--- config.mk ---
export PLATFORM = sky130hd
export DESIGN_NAME = noise_gate_expander_unit_flat
export DESIGN_NICKNAME = d
export VERILOG_FILES = /design/src/hdl/nge_pkg.sv /design/src/hdl/nge_in_if.sv /design/src/hdl/nge_out_if.sv /design/src/hdl/nge_serial_mult.sv /design/src/hdl/noise_gate_expander_unit.sv /design/src/flat_wrapper.sv
export SDC_FILE = /design/constraint.sdc
export NUM_CORES = 2
export LEC_CHECK = 0
export ABC_AREA = 1
export BUFFER_PORTS_ARGS = -buffer_cell sky130_fd_sc_hd__buf_2
export CAP_MARGIN = 20
export CORE_ASPECT_RATIO = 0.9
export CORE_UTILIZATION = 48
export DETAILED_ROUTE_END_ITERATION = 12
export GPL_ROUTABILITY_DRIVEN = 0
export PLACE_DENSITY = 0.65
export SLEW_MARGIN = 5
export SYNTH_ARGS = -nofsm -noshare
export SYNTH_HDL_FRONTEND = slang
export SYNTH_HIERARCHICAL = 1
export SYNTH_SLANG_ARGS = --single-unit
--- constraint.sdc ---
create_clock -name clk -period 11.25 [get_ports clk]
set_clock_uncertainty 0.1 [all_clocks]
set_input_delay 2.8125 -clock clk [delete_from_list [all_inputs] [get_ports clk]]
set_output_delay 2.8125 -clock clk [all_outputs]
set_load 0.005 [all_outputs]
--- src/hdl/nge_pkg.sv ---
// Shared types, constants and constant functions for the noise gate expander.
// Used by the serial multiplier, the top level and the testbench.
// No dependencies.
package nge_pkg;

  localparam int CHANNELS_DEF    = 2;
  localparam int SAMPLE_BITS_DEF = 24;

  localparam int ENV_FLOOR       = 21;
  localparam int DB_MIN_Q8       = -25600;
  localparam int DB_PER_LOG2_Q16 = 394566;
  localparam int LOG2_PER_DB_Q24 = 2786635;
  localparam int UNITY_GAIN      = 65536;

  // Register reset values
  localparam logic        BYPASS_RST    = 1'b0;
  localparam logic [1:0]  CHAN_USED_RST = 2'd2;
  localparam logic [15:0] ATTACK_RST    = 16'd65400;
  localparam logic [15:0] RELEASE_RST   = 16'd65522;
  localparam logic [31:0] THR_LVL_RST   = 32'd21474836;
  localparam logic [15:0] THR_DB_RST    = 16'hD800;
  localparam logic [15:0] SLOPE_RST     = 16'd49152;

  // Multiplier lengths in bits of the multiplier operand
  localparam logic [5:0] NB_ENV  = 6'd16;
  localparam logic [5:0] NB_SQR  = 6'd32;
  localparam logic [5:0] NB_DB   = 6'd19;
  localparam logic [5:0] NB_RED  = 6'd16;
  localparam logic [5:0] NB_EXP  = 6'd22;
  localparam logic [5:0] NB_GMUL = 6'd31;
  localparam logic [5:0] NB_GAIN = 6'd17;

  typedef enum logic [2:0] {
    CFG_BYPASS    = 3'd0,
    CFG_CHAN_USED = 3'd1,
    CFG_ATTACK    = 3'd2,
    CFG_RELEASE   = 3'd3,
    CFG_THR_LVL   = 3'd4,
    CFG_THR_DB    = 3'd5,
    CFG_SLOPE     = 3'd6
  } cfg_idx_t;

  typedef enum logic [3:0] {
    ST_IDLE,
    ST_ENV,
    ST_NORM,
    ST_SQR,
    ST_DB,
    ST_RED,
    ST_EXP,
    ST_FRAC,
    ST_GMUL,
    ST_GSHIFT,
    ST_OUT,
    ST_DONE
  } state_t;

  typedef struct packed {
    logic       start;
    logic [5:0] nbits;
  } mul_req_t;

  typedef struct packed {
    logic busy;
    logic done;
  } mul_rsp_t;

  // Integer square root, bit by bit; evaluated at elaboration only
  function automatic logic [63:0] isqrt64(input logic [63:0] v);
    logic [63:0] r;
    logic [63:0] x;
    logic [63:0] bit_v;
    r     = '0;
    x     = v;
    bit_v = 64'd1 << 62;
    for (int i = 0; i < 32; i++) begin
      if (x >= r + bit_v) begin
        x = x - (r + bit_v);
        r = (r >> 1) + bit_v;
      end else begin
        r = r >> 1;
      end
      bit_v = bit_v >> 2;
    end
    return r;
  endfunction

  // Root table entry k: 2^30 * 2^(2^-k), floored at every step
  function automatic logic [63:0] exp_rom_calc(input int k);
    logic [63:0] rom;
    rom = 64'd1 << 31;
    for (int j = 1; j <= k; j++) begin
      rom = isqrt64(rom << 30);
    end
    return rom;
  endfunction

endpackage

--- src/hdl/nge_in_if.sv ---
// Input channel: one stereo frame word with valid/ready handshake.
// Depends on nothing.
interface nge_in_if #(parameter int SAMPLE_BITS = 24);
  logic                          valid;
  logic                          ready;
  logic signed [SAMPLE_BITS-1:0] sample_0;
  logic signed [SAMPLE_BITS-1:0] sample_1;

  modport source (output valid, output sample_0, output sample_1, input ready);
  modport sink   (input valid, input sample_0, input sample_1, output ready);
endinterface

--- src/hdl/nge_out_if.sv ---
// Result channel: scaled frame word plus applied gain, valid/ready handshake.
// Depends on nothing.
interface nge_out_if #(parameter int SAMPLE_BITS = 24);
  logic                          valid;
  logic                          ready;
  logic signed [SAMPLE_BITS-1:0] out_sample_0;
  logic signed [SAMPLE_BITS-1:0] out_sample_1;
  logic [16:0]                   applied_gain;

  modport source (output valid, output out_sample_0, output out_sample_1,
                  output applied_gain, input ready);
  modport sink   (input valid, input out_sample_0, input out_sample_1,
                  input applied_gain, output ready);
endinterface

--- src/hdl/nge_serial_mult.sv ---
// Bit-serial shift-add multiplier: signed multiplicand, unsigned multiplier.
// Depends on nge_pkg.
module nge_serial_mult (
  input  logic               clk,
  input  logic               rst_n,
  input  nge_pkg::mul_req_t  req,
  input  logic signed [63:0] op_a,
  input  logic [31:0]        op_b,
  output nge_pkg::mul_rsp_t  rsp,
  output logic signed [63:0] prod
);
  import nge_pkg::*;

  logic               busy_r;
  logic               done_r;
  logic [5:0]         cnt_r;
  logic signed [63:0] acc_r;
  logic signed [63:0] ma_r;
  logic [31:0]        mb_r;

  // Control: count down one multiplier bit per cycle
  always_ff @(posedge clk) begin
    if (!rst_n) begin
      busy_r <= 1'b0;
      done_r <= 1'b0;
      cnt_r  <= '0;
    end else begin
      done_r <= 1'b0;
      if (req.start) begin
        busy_r <= 1'b1;
        cnt_r  <= req.nbits;
      end else if (busy_r) begin
        cnt_r <= cnt_r - 6'd1;
        if (cnt_r == 6'd1) begin
          busy_r <= 1'b0;
          done_r <= 1'b1;
        end
      end
    end
  end

  // Datapath: add shifted multiplicand where the multiplier bit is set
  always_ff @(posedge clk) begin
    if (req.start) begin
      acc_r <= '0;
      ma_r  <= op_a;
      mb_r  <= op_b;
    end else if (busy_r) begin
      if (mb_r[0]) begin
        acc_r <= acc_r + ma_r;
      end
      ma_r <= ma_r <<< 1;
      mb_r <= mb_r >> 1;
    end
  end

  assign rsp.busy = busy_r;
  assign rsp.done = done_r;
  assign prod     = acc_r;
endmodule

--- src/hdl/noise_gate_expander_unit.sv ---
// Top level of the noise gate / downward expander.
// Depends on nge_pkg, nge_in_if, nge_out_if and nge_serial_mult.
//
// Usage: frames enter on in_word (sample_0, sample_1) and leave on out_word
// (out_sample_0, out_sample_1, applied_gain), both valid/ready. Registers are
// written through cfg_we / cfg_index / cfg_data; the user must write them only
// while the block is idle, as the block does not enforce this. One frame is
// processed at a time; in_word.ready is high only when idle. All multiplications
// run through one bit-serial multiplier, one multiplier bit per cycle, so the
// time from input accept to output accept depends on the path:
//   bypass: no multiplier products;
//   gated or unity gain: the envelope product, then one product per active channel;
//   expansion: dominated by 16 log squarings and up to 16 root-table products.
// A finished word sits in the output register while the next frame is
// accepted; the block holds in its last state only when that register is
// still full. Reset (rst_n low, synchronous) clears the envelope to zero,
// loads the register defaults and empties the output register.
module noise_gate_expander_unit #(
  parameter int CHANNELS    = nge_pkg::CHANNELS_DEF,
  parameter int SAMPLE_BITS = nge_pkg::SAMPLE_BITS_DEF
) (
  input  logic        clk,
  input  logic        rst_n,
  nge_in_if.sink      in_word,
  nge_out_if.source   out_word,
  input  logic        cfg_we,
  input  logic [2:0]  cfg_index,
  input  logic [31:0] cfg_data
);
  import nge_pkg::*;

  localparam int SB = SAMPLE_BITS;

  // Configuration registers
  logic               bypass_r;
  logic [1:0]         chan_used_r;
  logic [15:0]        attack_r;
  logic [15:0]        release_r;
  logic [31:0]        thr_lvl_r;
  logic signed [15:0] thr_db_r;
  logic [15:0]        slope_r;

  // Control and state
  state_t      state_r, state_nxt;
  logic        pend_r;
  logic [31:0] env_r;
  logic        oval_r;

  // Work registers
  logic signed [SB-1:0] s0_r, s1_r, o0_r, o1_r, os0_r, os1_r;
  logic [31:0]          peak_r, y_r, g_r;
  logic [4:0]           p_r, k_r;
  logic signed [22:0]   l2_r;
  logic [3:0]           it_r;
  logic signed [17:0]   diff_r, red_r;
  logic [5:0]           n_r, sh_r;
  logic [15:0]          f_r;
  logic [16:0]          gain_r, ogain_r;
  logic                 ch_r;

  // Multiplier hookup
  mul_req_t           mul_req;
  mul_rsp_t           mul_rsp;
  logic signed [63:0] mul_a, prod;
  logic [31:0]        mul_b;
  logic               step;

  logic [30:0] rom_tab [16];

  for (genvar k = 0; k < 16; k++) begin : g_rom
    localparam logic [63:0] RV = exp_rom_calc(k + 1);
    assign rom_tab[k] = RV[30:0];
  end

  nge_serial_mult u_mult (
    .clk   (clk),
    .rst_n (rst_n),
    .req   (mul_req),
    .op_a  (mul_a),
    .op_b  (mul_b),
    .rsp   (mul_rsp),
    .prod  (prod)
  );

  // Derived values
  logic                 accept, two_ch, load_out;
  logic [SB-1:0]        abs0, abs1;
  logic [31:0]          mag0, mag1, peak_in;
  logic [32:0]          env_diff;
  logic [31:0]          env_new, sqr_t, g_new;
  logic signed [24:0]   db_raw;
  logic signed [17:0]   db_val, diff_new, red_new;
  logic signed [23:0]   e_new;
  logic signed [7:0]    e_hi;
  logic [5:0]           pm;
  logic signed [SB-1:0] o_new;

  assign accept   = in_word.valid && in_word.ready;
  assign two_ch   = (CHANNELS >= 2) && (chan_used_r >= 2'd2);
  assign load_out = (state_r == ST_DONE) && (!oval_r || out_word.ready);
  assign step     = pend_r && mul_rsp.done;

  // Peak magnitude of the arriving frame, Q1.31
  assign abs0    = in_word.sample_0[SB-1] ? SB'(-in_word.sample_0) : SB'(in_word.sample_0);
  assign abs1    = in_word.sample_1[SB-1] ? SB'(-in_word.sample_1) : SB'(in_word.sample_1);
  assign mag0    = 32'(abs0) << (32 - SB);
  assign mag1    = two_ch ? (32'(abs1) << (32 - SB)) : 32'd0;
  assign peak_in = (mag1 > mag0) ? mag1 : mag0;

  assign env_diff = {1'b0, env_r} - {1'b0, peak_r};
  assign env_new  = peak_r + prod[47:16];
  assign sqr_t    = prod[61:30];
  assign g_new    = prod[61:30];
  assign db_raw   = prod[48:24];
  assign db_val   = (db_raw < 25'(DB_MIN_Q8)) ? 18'(DB_MIN_Q8) : 18'(db_raw);
  assign diff_new = db_val - 18'(thr_db_r);
  assign red_new  = prod[33:16];
  assign e_new    = prod[39:16];
  assign e_hi     = e_new[23:16];
  assign pm       = {1'b0, p_r} - 6'd31;
  assign o_new    = prod[16+SB-1:16];

  // Next state
  always_comb begin
    state_nxt = state_r;
    unique case (state_r)
      ST_IDLE:   if (accept) state_nxt = bypass_r ? ST_DONE : ST_ENV;
      ST_ENV: begin
        if (step) begin
          if (env_new <= 32'(ENV_FLOOR))  state_nxt = ST_OUT;
          else if (env_new < thr_lvl_r)   state_nxt = ST_NORM;
          else                            state_nxt = ST_OUT;
        end
      end
      ST_NORM:   if (y_r[31]) state_nxt = ST_SQR;
      ST_SQR:    if (step && it_r == 4'd0) state_nxt = ST_DB;
      ST_DB:     if (step) state_nxt = ST_RED;
      ST_RED:    if (step) state_nxt = (red_new <= 18'(DB_MIN_Q8)) ? ST_OUT : ST_EXP;
      ST_EXP:    if (step) state_nxt = (e_new >= 0) ? ST_OUT : ST_FRAC;
      ST_FRAC: begin
        if (k_r == 5'd16)  state_nxt = ST_GSHIFT;
        else if (f_r[15])  state_nxt = ST_GMUL;
      end
      ST_GMUL:   if (step) state_nxt = ST_FRAC;
      ST_GSHIFT: if (sh_r == 6'd0) state_nxt = ST_OUT;
      ST_OUT:    if (step && (ch_r || !two_ch)) state_nxt = ST_DONE;
      ST_DONE:   if (load_out) state_nxt = ST_IDLE;
      default:   state_nxt = ST_IDLE;
    endcase
  end

  // Multiplier operands per state
  always_comb begin
    mul_req.start = 1'b0;
    mul_req.nbits = NB_ENV;
    mul_a         = '0;
    mul_b         = '0;
    unique case (state_r)
      ST_ENV: begin
        mul_req.start = !pend_r;
        mul_a = 64'($signed(env_diff));
        mul_b = 32'((peak_r > env_r) ? attack_r : release_r);
      end
      ST_SQR: begin
        mul_req.start = !pend_r;
        mul_req.nbits = NB_SQR;
        mul_a = {32'd0, y_r};
        mul_b = y_r;
      end
      ST_DB: begin
        mul_req.start = !pend_r;
        mul_req.nbits = NB_DB;
        mul_a = 64'(l2_r);
        mul_b = 32'(DB_PER_LOG2_Q16);
      end
      ST_RED: begin
        mul_req.start = !pend_r;
        mul_req.nbits = NB_RED;
        mul_a = 64'(diff_r);
        mul_b = 32'(slope_r);
      end
      ST_EXP: begin
        mul_req.start = !pend_r;
        mul_req.nbits = NB_EXP;
        mul_a = 64'(red_r);
        mul_b = 32'(LOG2_PER_DB_Q24);
      end
      ST_GMUL: begin
        mul_req.start = !pend_r;
        mul_req.nbits = NB_GMUL;
        mul_a = {32'd0, g_r};
        mul_b = 32'(rom_tab[k_r[3:0]]);
      end
      ST_OUT: begin
        mul_req.start = !pend_r;
        mul_req.nbits = NB_GAIN;
        mul_a = ch_r ? 64'(s1_r) : 64'(s0_r);
        mul_b = 32'(gain_r);
      end
      default: mul_req.start = 1'b0;
    endcase
  end

  // Control registers, configuration and envelope
  always_ff @(posedge clk) begin
    if (!rst_n) begin
      state_r     <= ST_IDLE;
      pend_r      <= 1'b0;
      env_r       <= '0;
      oval_r      <= 1'b0;
      bypass_r    <= BYPASS_RST;
      chan_used_r <= CHAN_USED_RST;
      attack_r    <= ATTACK_RST;
      release_r   <= RELEASE_RST;
      thr_lvl_r   <= THR_LVL_RST;
      thr_db_r    <= THR_DB_RST;
      slope_r     <= SLOPE_RST;
    end else begin
      state_r <= state_nxt;
      if (mul_req.start)     pend_r <= 1'b1;
      else if (mul_rsp.done) pend_r <= 1'b0;
      if (state_r == ST_ENV && step) env_r <= env_new;
      if (load_out)              oval_r <= 1'b1;
      else if (out_word.ready)   oval_r <= 1'b0;
      if (cfg_we) begin
        unique case (cfg_idx_t'(cfg_index))
          CFG_BYPASS:    bypass_r    <= cfg_data[0];
          CFG_CHAN_USED: chan_used_r <= cfg_data[1:0];
          CFG_ATTACK:    attack_r    <= cfg_data[15:0];
          CFG_RELEASE:   release_r   <= cfg_data[15:0];
          CFG_THR_LVL:   thr_lvl_r   <= cfg_data;
          CFG_THR_DB:    thr_db_r    <= cfg_data[15:0];
          CFG_SLOPE:     slope_r     <= cfg_data[15:0];
          default:       bypass_r    <= bypass_r;
        endcase
      end
    end
  end

  // Work registers: one step of the current phase per cycle in the shift phases, one per finished product otherwise
  always_ff @(posedge clk) begin
    unique case (state_r)
      ST_IDLE: begin
        if (accept) begin
          s0_r   <= in_word.sample_0;
          s1_r   <= in_word.sample_1;
          o0_r   <= in_word.sample_0;
          o1_r   <= in_word.sample_1;
          peak_r <= peak_in;
          gain_r <= 17'(UNITY_GAIN);
          ch_r   <= 1'b0;
        end
      end
      ST_ENV: begin
        if (step) begin
          gain_r <= (env_new <= 32'(ENV_FLOOR)) ? 17'd0 : 17'(UNITY_GAIN);
          y_r    <= env_new;
          p_r    <= 5'd31;
          o1_r   <= '0;
        end
      end
      ST_NORM: begin
        // shift until the leading one reaches the top bit
        if (y_r[31]) begin
          y_r  <= y_r >> 1;
          l2_r <= {pm[5], pm, 16'd0};
          it_r <= 4'd15;
        end else begin
          y_r <= y_r << 1;
          p_r <= p_r - 5'd1;
        end
      end
      ST_SQR: begin
        if (step) begin
          if (sqr_t[31]) begin
            y_r        <= sqr_t >> 1;
            l2_r[it_r] <= 1'b1;
          end else begin
            y_r <= sqr_t;
          end
          it_r <= it_r - 4'd1;
        end
      end
      ST_DB:  if (step) diff_r <= diff_new;
      ST_RED: begin
        if (step) begin
          red_r  <= red_new;
          gain_r <= 17'd0;
        end
      end
      ST_EXP: begin
        if (step) begin
          gain_r <= 17'(UNITY_GAIN);
          n_r    <= 6'(-e_hi);
          f_r    <= e_new[15:0];
          g_r    <= 32'd1 << 30;
          k_r    <= 5'd0;
        end
      end
      ST_FRAC: begin
        // skip clear fraction bits
        if (k_r == 5'd16) begin
          sh_r <= n_r + 6'd14;
        end else if (!f_r[15]) begin
          f_r <= f_r << 1;
          k_r <= k_r + 5'd1;
        end
      end
      ST_GMUL: begin
        if (step) begin
          g_r <= g_new;
          f_r <= f_r << 1;
          k_r <= k_r + 5'd1;
        end
      end
      ST_GSHIFT: begin
        if (sh_r != 6'd0) begin
          g_r  <= g_r >> 1;
          sh_r <= sh_r - 6'd1;
        end else begin
          gain_r <= g_r[16:0];
        end
      end
      ST_OUT: begin
        if (step) begin
          if (ch_r) o1_r <= o_new;
          else      o0_r <= o_new;
          ch_r <= 1'b1;
        end
      end
      ST_DONE: begin
        if (load_out) begin
          os0_r   <= o0_r;
          os1_r   <= o1_r;
          ogain_r <= gain_r;
        end
      end
      default: ch_r <= ch_r;
    endcase
  end

  assign in_word.ready         = (state_r == ST_IDLE);
  assign out_word.valid        = oval_r;
  assign out_word.out_sample_0 = os0_r;
  assign out_word.out_sample_1 = os1_r;
  assign out_word.applied_gain = ogain_r;

  // Checks
  a_gain_range: assert property (@(posedge clk) disable iff (!rst_n)
    out_word.valid |-> out_word.applied_gain <= 17'(UNITY_GAIN))
    else $error("applied gain above unity");

  a_bypass_env: assert property (@(posedge clk) disable iff (!rst_n)
    (accept && bypass_r) |=> $stable(env_r))
    else $error("envelope moved in bypass");

  a_mul_idle: assert property (@(posedge clk) disable iff (!rst_n)
    mul_req.start |-> !mul_rsp.busy)
    else $error("multiplier started while busy");

  a_accept_leaves_idle: assert property (@(posedge clk) disable iff (!rst_n)
    accept |=> state_r != ST_IDLE)
    else $error("accepted word lost");
endmodule

--- src/flat_wrapper.sv ---
// flat-port wrapper written by rule: the top's interface ports become plain ports
module noise_gate_expander_unit_flat import nge_pkg::*;
#(
  parameter int CHANNELS    = nge_pkg::CHANNELS_DEF,
  parameter int SAMPLE_BITS = nge_pkg::SAMPLE_BITS_DEF
)
  (clk, rst_n, cfg_we, cfg_index, cfg_data, in_word_valid, in_word_sample_0, in_word_sample_1, in_word_ready, out_word_valid, out_word_out_sample_0, out_word_out_sample_1, out_word_applied_gain, out_word_ready);
  nge_in_if #(.SAMPLE_BITS(SAMPLE_BITS)) in_word_i ();
  nge_out_if #(.SAMPLE_BITS(SAMPLE_BITS)) out_word_i ();
  input  logic clk;
  input  logic rst_n;
  input  logic cfg_we;
  input  logic [2:0] cfg_index;
  input  logic [31:0] cfg_data;
  input wire logic [$bits(in_word_i.valid)-1:0] in_word_valid;
  input wire logic [$bits(in_word_i.sample_0)-1:0] in_word_sample_0;
  input wire logic [$bits(in_word_i.sample_1)-1:0] in_word_sample_1;
  output wire logic [$bits(in_word_i.ready)-1:0] in_word_ready;
  output wire logic [$bits(out_word_i.valid)-1:0] out_word_valid;
  output wire logic [$bits(out_word_i.out_sample_0)-1:0] out_word_out_sample_0;
  output wire logic [$bits(out_word_i.out_sample_1)-1:0] out_word_out_sample_1;
  output wire logic [$bits(out_word_i.applied_gain)-1:0] out_word_applied_gain;
  input wire logic [$bits(out_word_i.ready)-1:0] out_word_ready;
  assign in_word_i.valid = in_word_valid;
  assign in_word_i.sample_0 = in_word_sample_0;
  assign in_word_i.sample_1 = in_word_sample_1;
  assign in_word_ready = in_word_i.ready;
  assign out_word_valid = out_word_i.valid;
  assign out_word_out_sample_0 = out_word_i.out_sample_0;
  assign out_word_out_sample_1 = out_word_i.out_sample_1;
  assign out_word_applied_gain = out_word_i.applied_gain;
  assign out_word_i.ready = out_word_ready;
  noise_gate_expander_unit #(.CHANNELS(CHANNELS), .SAMPLE_BITS(SAMPLE_BITS)) u_core (.clk(clk), .rst_n(rst_n), .in_word(in_word_i), .out_word(out_word_i), .cfg_we(cfg_we), .cfg_index(cfg_index), .cfg_data(cfg_data));
endmodule
==> results.txt <==
----------------------------------------------------
[Status]
  Outcome ... finished with violations
  Violations in the final reports ... DRC

[Global routing]
  Antenna violations before repair ... 11
  Via count of the first global-routing pass ... ~34000
  Remaining global-route overflow ... 0
  Overall global routing resource usage ... 34.6%
  Pin count of the biggest net entering global routing ... between 90 and 100
  Global-route wire length before repair ... ~220000 um

[Clock network]
  Number of buffers added to fix hold violations after cts ... 0
  TritonCTS clock tree ... built
  Buffer type at the clock tree root ... sky130_fd_sc_hd__clkbuf_16
  Clock Latency Late Sink ... 0.65 ns
  Number of instances resized during post-cts repair ... 0
  Clock buffers created by TritonCTS ... between 70 and 80
  Total number of clock tree sinks ... ~670
  Post-CTS clock slew at the launch and capture registers of the worst setup and hold paths ... ~0.060 ns
  Buffer count from post-CTS setup fixing ... 0
  Maximum count of clock buffers along a single path ... 3
  H-tree depth ... 3

[Place]
  Instance area at placement ... 42700 um2
  Count of buffers from port buffering ... between 150 and 200
  Half-perimeter wire length of the detailed placement result ... ~110000 um

[Floorplanning]
  Core footprint ... 83200 um2
  Effective utilization at floorplan ... 48.7%
  Number of top-level pins ... between 150 and 200
  Area of the die ... between 80000 and 90000 um2
  Total number of placement rows ... 100
  Die Height ... 278 um
  Overall die width ... between 300 and 400 um

[Timing]
  Count of final max-slew check failures ... 0
  Final worst hold slack ... a little over 0.3 ns
  Transition time at the pin with the least slew margin ... 1.09 ns
  Relative slew slack ... 27.4%
  Hold Fails Final Rpt ... 0
  Post-route setup TNS ... 0 ns
  Finish-stage setup viols ... 0
  Max frequency ... 145 MHz
  Final worst-path cycle share ... 61.3%
  Fin crit period ... slightly below 7 ns
  Unrepaired setup endpoints after global routing ... no

[Job]
  Maximum Capacitance Violations ... 0

[Cells and area]
  Filler cell count ... roughly 7900
  Layout Nets ... 5701
  Cell area after layout ... between 40000 and 50000 um2
  Area growth syn-to-layout ... 11.5%
  Share of layout cells above drive strength 1 ... under 10%

[Power and ir drop]
  Sequential group share of total power ... 31.7%
  P_int ... 6880 uW
  Fraction of power spent switching nets ... between 40% and 50%
  Clock share of power ... 19.2%
  P_leak ... around 0.021 uW
  Psw ... between 6000 and 7000 uW
  P per Cell Area ... 290 nW/um2
  Worst-case vdd ir drop ... around 160 uV
  Portion of total power attributed to combinational logic ... between 40% and 50%

[Synthesis]
  Synth Instances ... approximately 5300
  Synth Cell Area ... 40500 um2
  Yosys warnings ... 6
  Synthesized net count ... roughly 5600
  Syn avg cell area ... between 7 and 8 um2

[Detailed routing]
  Total wire length ... roughly 150000 um
  Residual DRC count ... 1
  Antenna violation net count after detailed routing ... 0
  WL/cell ... 22.7 um
  Iteration-0 DRC Markers ... 5551
  Vias ... approximately 38000
  First-pass detailed-route iteration total ... 12
  Via-per-instance ratio ... between 5 and 6

[Critical path]
  Worst endpoint data arrival time ... 7.16 ns
  Type of destination of the critical path ... flop
  Critical-path maximum fanout ... 25
  Worst EP required ... approximately 12 ns
  Crit Path Category ... in -> reg
  Worst Setup Start Kind ... input pin

[Hold path]
  Class of the most critical hold timing path ... reg -> reg

----------------------------------------------------
layout by cell type (no fill, tap or decap), types with 75 or more instances in the layout:
| master | instances |
|---|---|
| sky130_fd_sc_hd__nand2_1 | 1457 |
| sky130_fd_sc_hd__inv_1 | 839 |
| sky130_fd_sc_hd__nor2_1 | 461 |
| sky130_fd_sc_hd__edfxtp_1 | 461 |
| sky130_fd_sc_hd__o21ai_0 | 312 |
| sky130_fd_sc_hd__a21oi_1 | 267 |
| sky130_fd_sc_hd__dfxtp_1 | 206 |
| sky130_fd_sc_hd__ha_1 | 203 |
| sky130_fd_sc_hd__nand3_1 | 191 |
| sky130_fd_sc_hd__buf_2 | 153 |
| sky130_fd_sc_hd__clkbuf_16 | 75 |
layer usage:
layer	wire length (um)	global-route usage [%]	up-vias
li1	-	-	17589
met1	61100	48.9	17576
met2	60600	49.4	2298
met3	19300	8.34	415
met4	8790	16.8	10
met5	60	0	-
flip-flops by register name (all words and copies together) (netlist names), 24 cells and up:
| signal | cells |
|---|---|
| u_core/env_r | 32 |
| u_core/g_r | 32 |
| u_core/o0_r | 24 |
| u_core/o1_r | 24 |
| u_core/out_word.out_sample_0 | 24 |
| u_core/out_word.out_sample_1 | 24 |
| u_core/peak_r | 24 |
| u_core/s0_r | 24 |
| u_core/s1_r | 24 |
| u_core/thr_lvl_r | 32 |
| u_core/u_mult/ma_r | 62 |
| u_core/u_mult/mb_r | 32 |
| u_core/u_mult/prod | 62 |
| u_core/y_r | 32 |
worst max-delay path, stage by stage:
cell	delay [ns]
sky130_fd_sc_hd__buf_2	0.15
sky130_fd_sc_hd__inv_1	0.11
sky130_fd_sc_hd__ha_1	0.15
sky130_fd_sc_hd__inv_1	0.06
sky130_fd_sc_hd__nor3_2	0.15
sky130_fd_sc_hd__nand2_1	0.11
sky130_fd_sc_hd__nor3_2	0.21
sky130_fd_sc_hd__nand2_1	0.12
sky130_fd_sc_hd__o21ai_1	0.28
sky130_fd_sc_hd__o21a_1	0.27
sky130_fd_sc_hd__o21ai_1	0.14
sky130_fd_sc_hd__a21oi_2	0.20
sky130_fd_sc_hd__nand2_1	0.09
sky130_fd_sc_hd__xor2_1	0.16
sky130_fd_sc_hd__inv_1	0.08
sky130_fd_sc_hd__ha_1	0.28
sky130_fd_sc_hd__nand4_1	0.10
sky130_fd_sc_hd__nor3_1	0.47
sky130_fd_sc_hd__nand3_1	0.22
sky130_fd_sc_hd__a31oi_4	0.61
sky130_fd_sc_hd__buf_8	0.26
sky130_fd_sc_hd__o21ai_0	0.12
per-stage QoR:
step	instances	power [uW]	worst slack (ns)	utilization, %
2_1_floorplan	5271	8100	3.67	-
3_3_place_gp	6450	10300	3.80	51.3
3_5_place_dp	6451	10400	3.72	51.3
4_1_cts	6588	12900	4.40	54.3
5_1_grt	6589	13800	4.21	54.3
6_report	6591	13100	4.36	54.3
final cells by class:
type	instances	area, um2	area share [%]
diodes	2	5.00	0.0111
clock buffers	96	2030	4.48
clock inverters	41	473	1.05
inverters	882	3310	7.33
multi-input cells	3557	18700	41.4
flip-flops and latches	667	18000	39.7
well taps	1122	1400	3.10
repair buffers	224	1310	2.89
final timing paths:
kind / from / endpoint / cells past startpoint / slack [ns]
max: in_word_sample_0[0] / u_core/peak_r[25] / 22 / 4.36
max reg2reg: u_core/state_r[0] / u_core/u_mult/ma_r[11] / 14 / 6.33
min: u_core/o0_r[10] / u_core/out_word.out_sample_0[10] / 0 / 0.31
min reg2reg: u_core/o0_r[10] / u_core/out_word.out_sample_0[10] / 0 / 0.31
power groups by stage:
stage / sequential, uW / clock (uW) / combinational [uW]
4_1_cts: 4140 / 2550 / 6220
6_report: 4160 / 2530 / 6440
2_1_floorplan: 4030 / 0 / 4070
3_3_place_gp: 4170 / 0 / 6100
5_1_grt: 4190 / 2640 / 6980
3_5_place_dp: 4180 / 0 / 6180
Power figures use the tool's default switching activity.
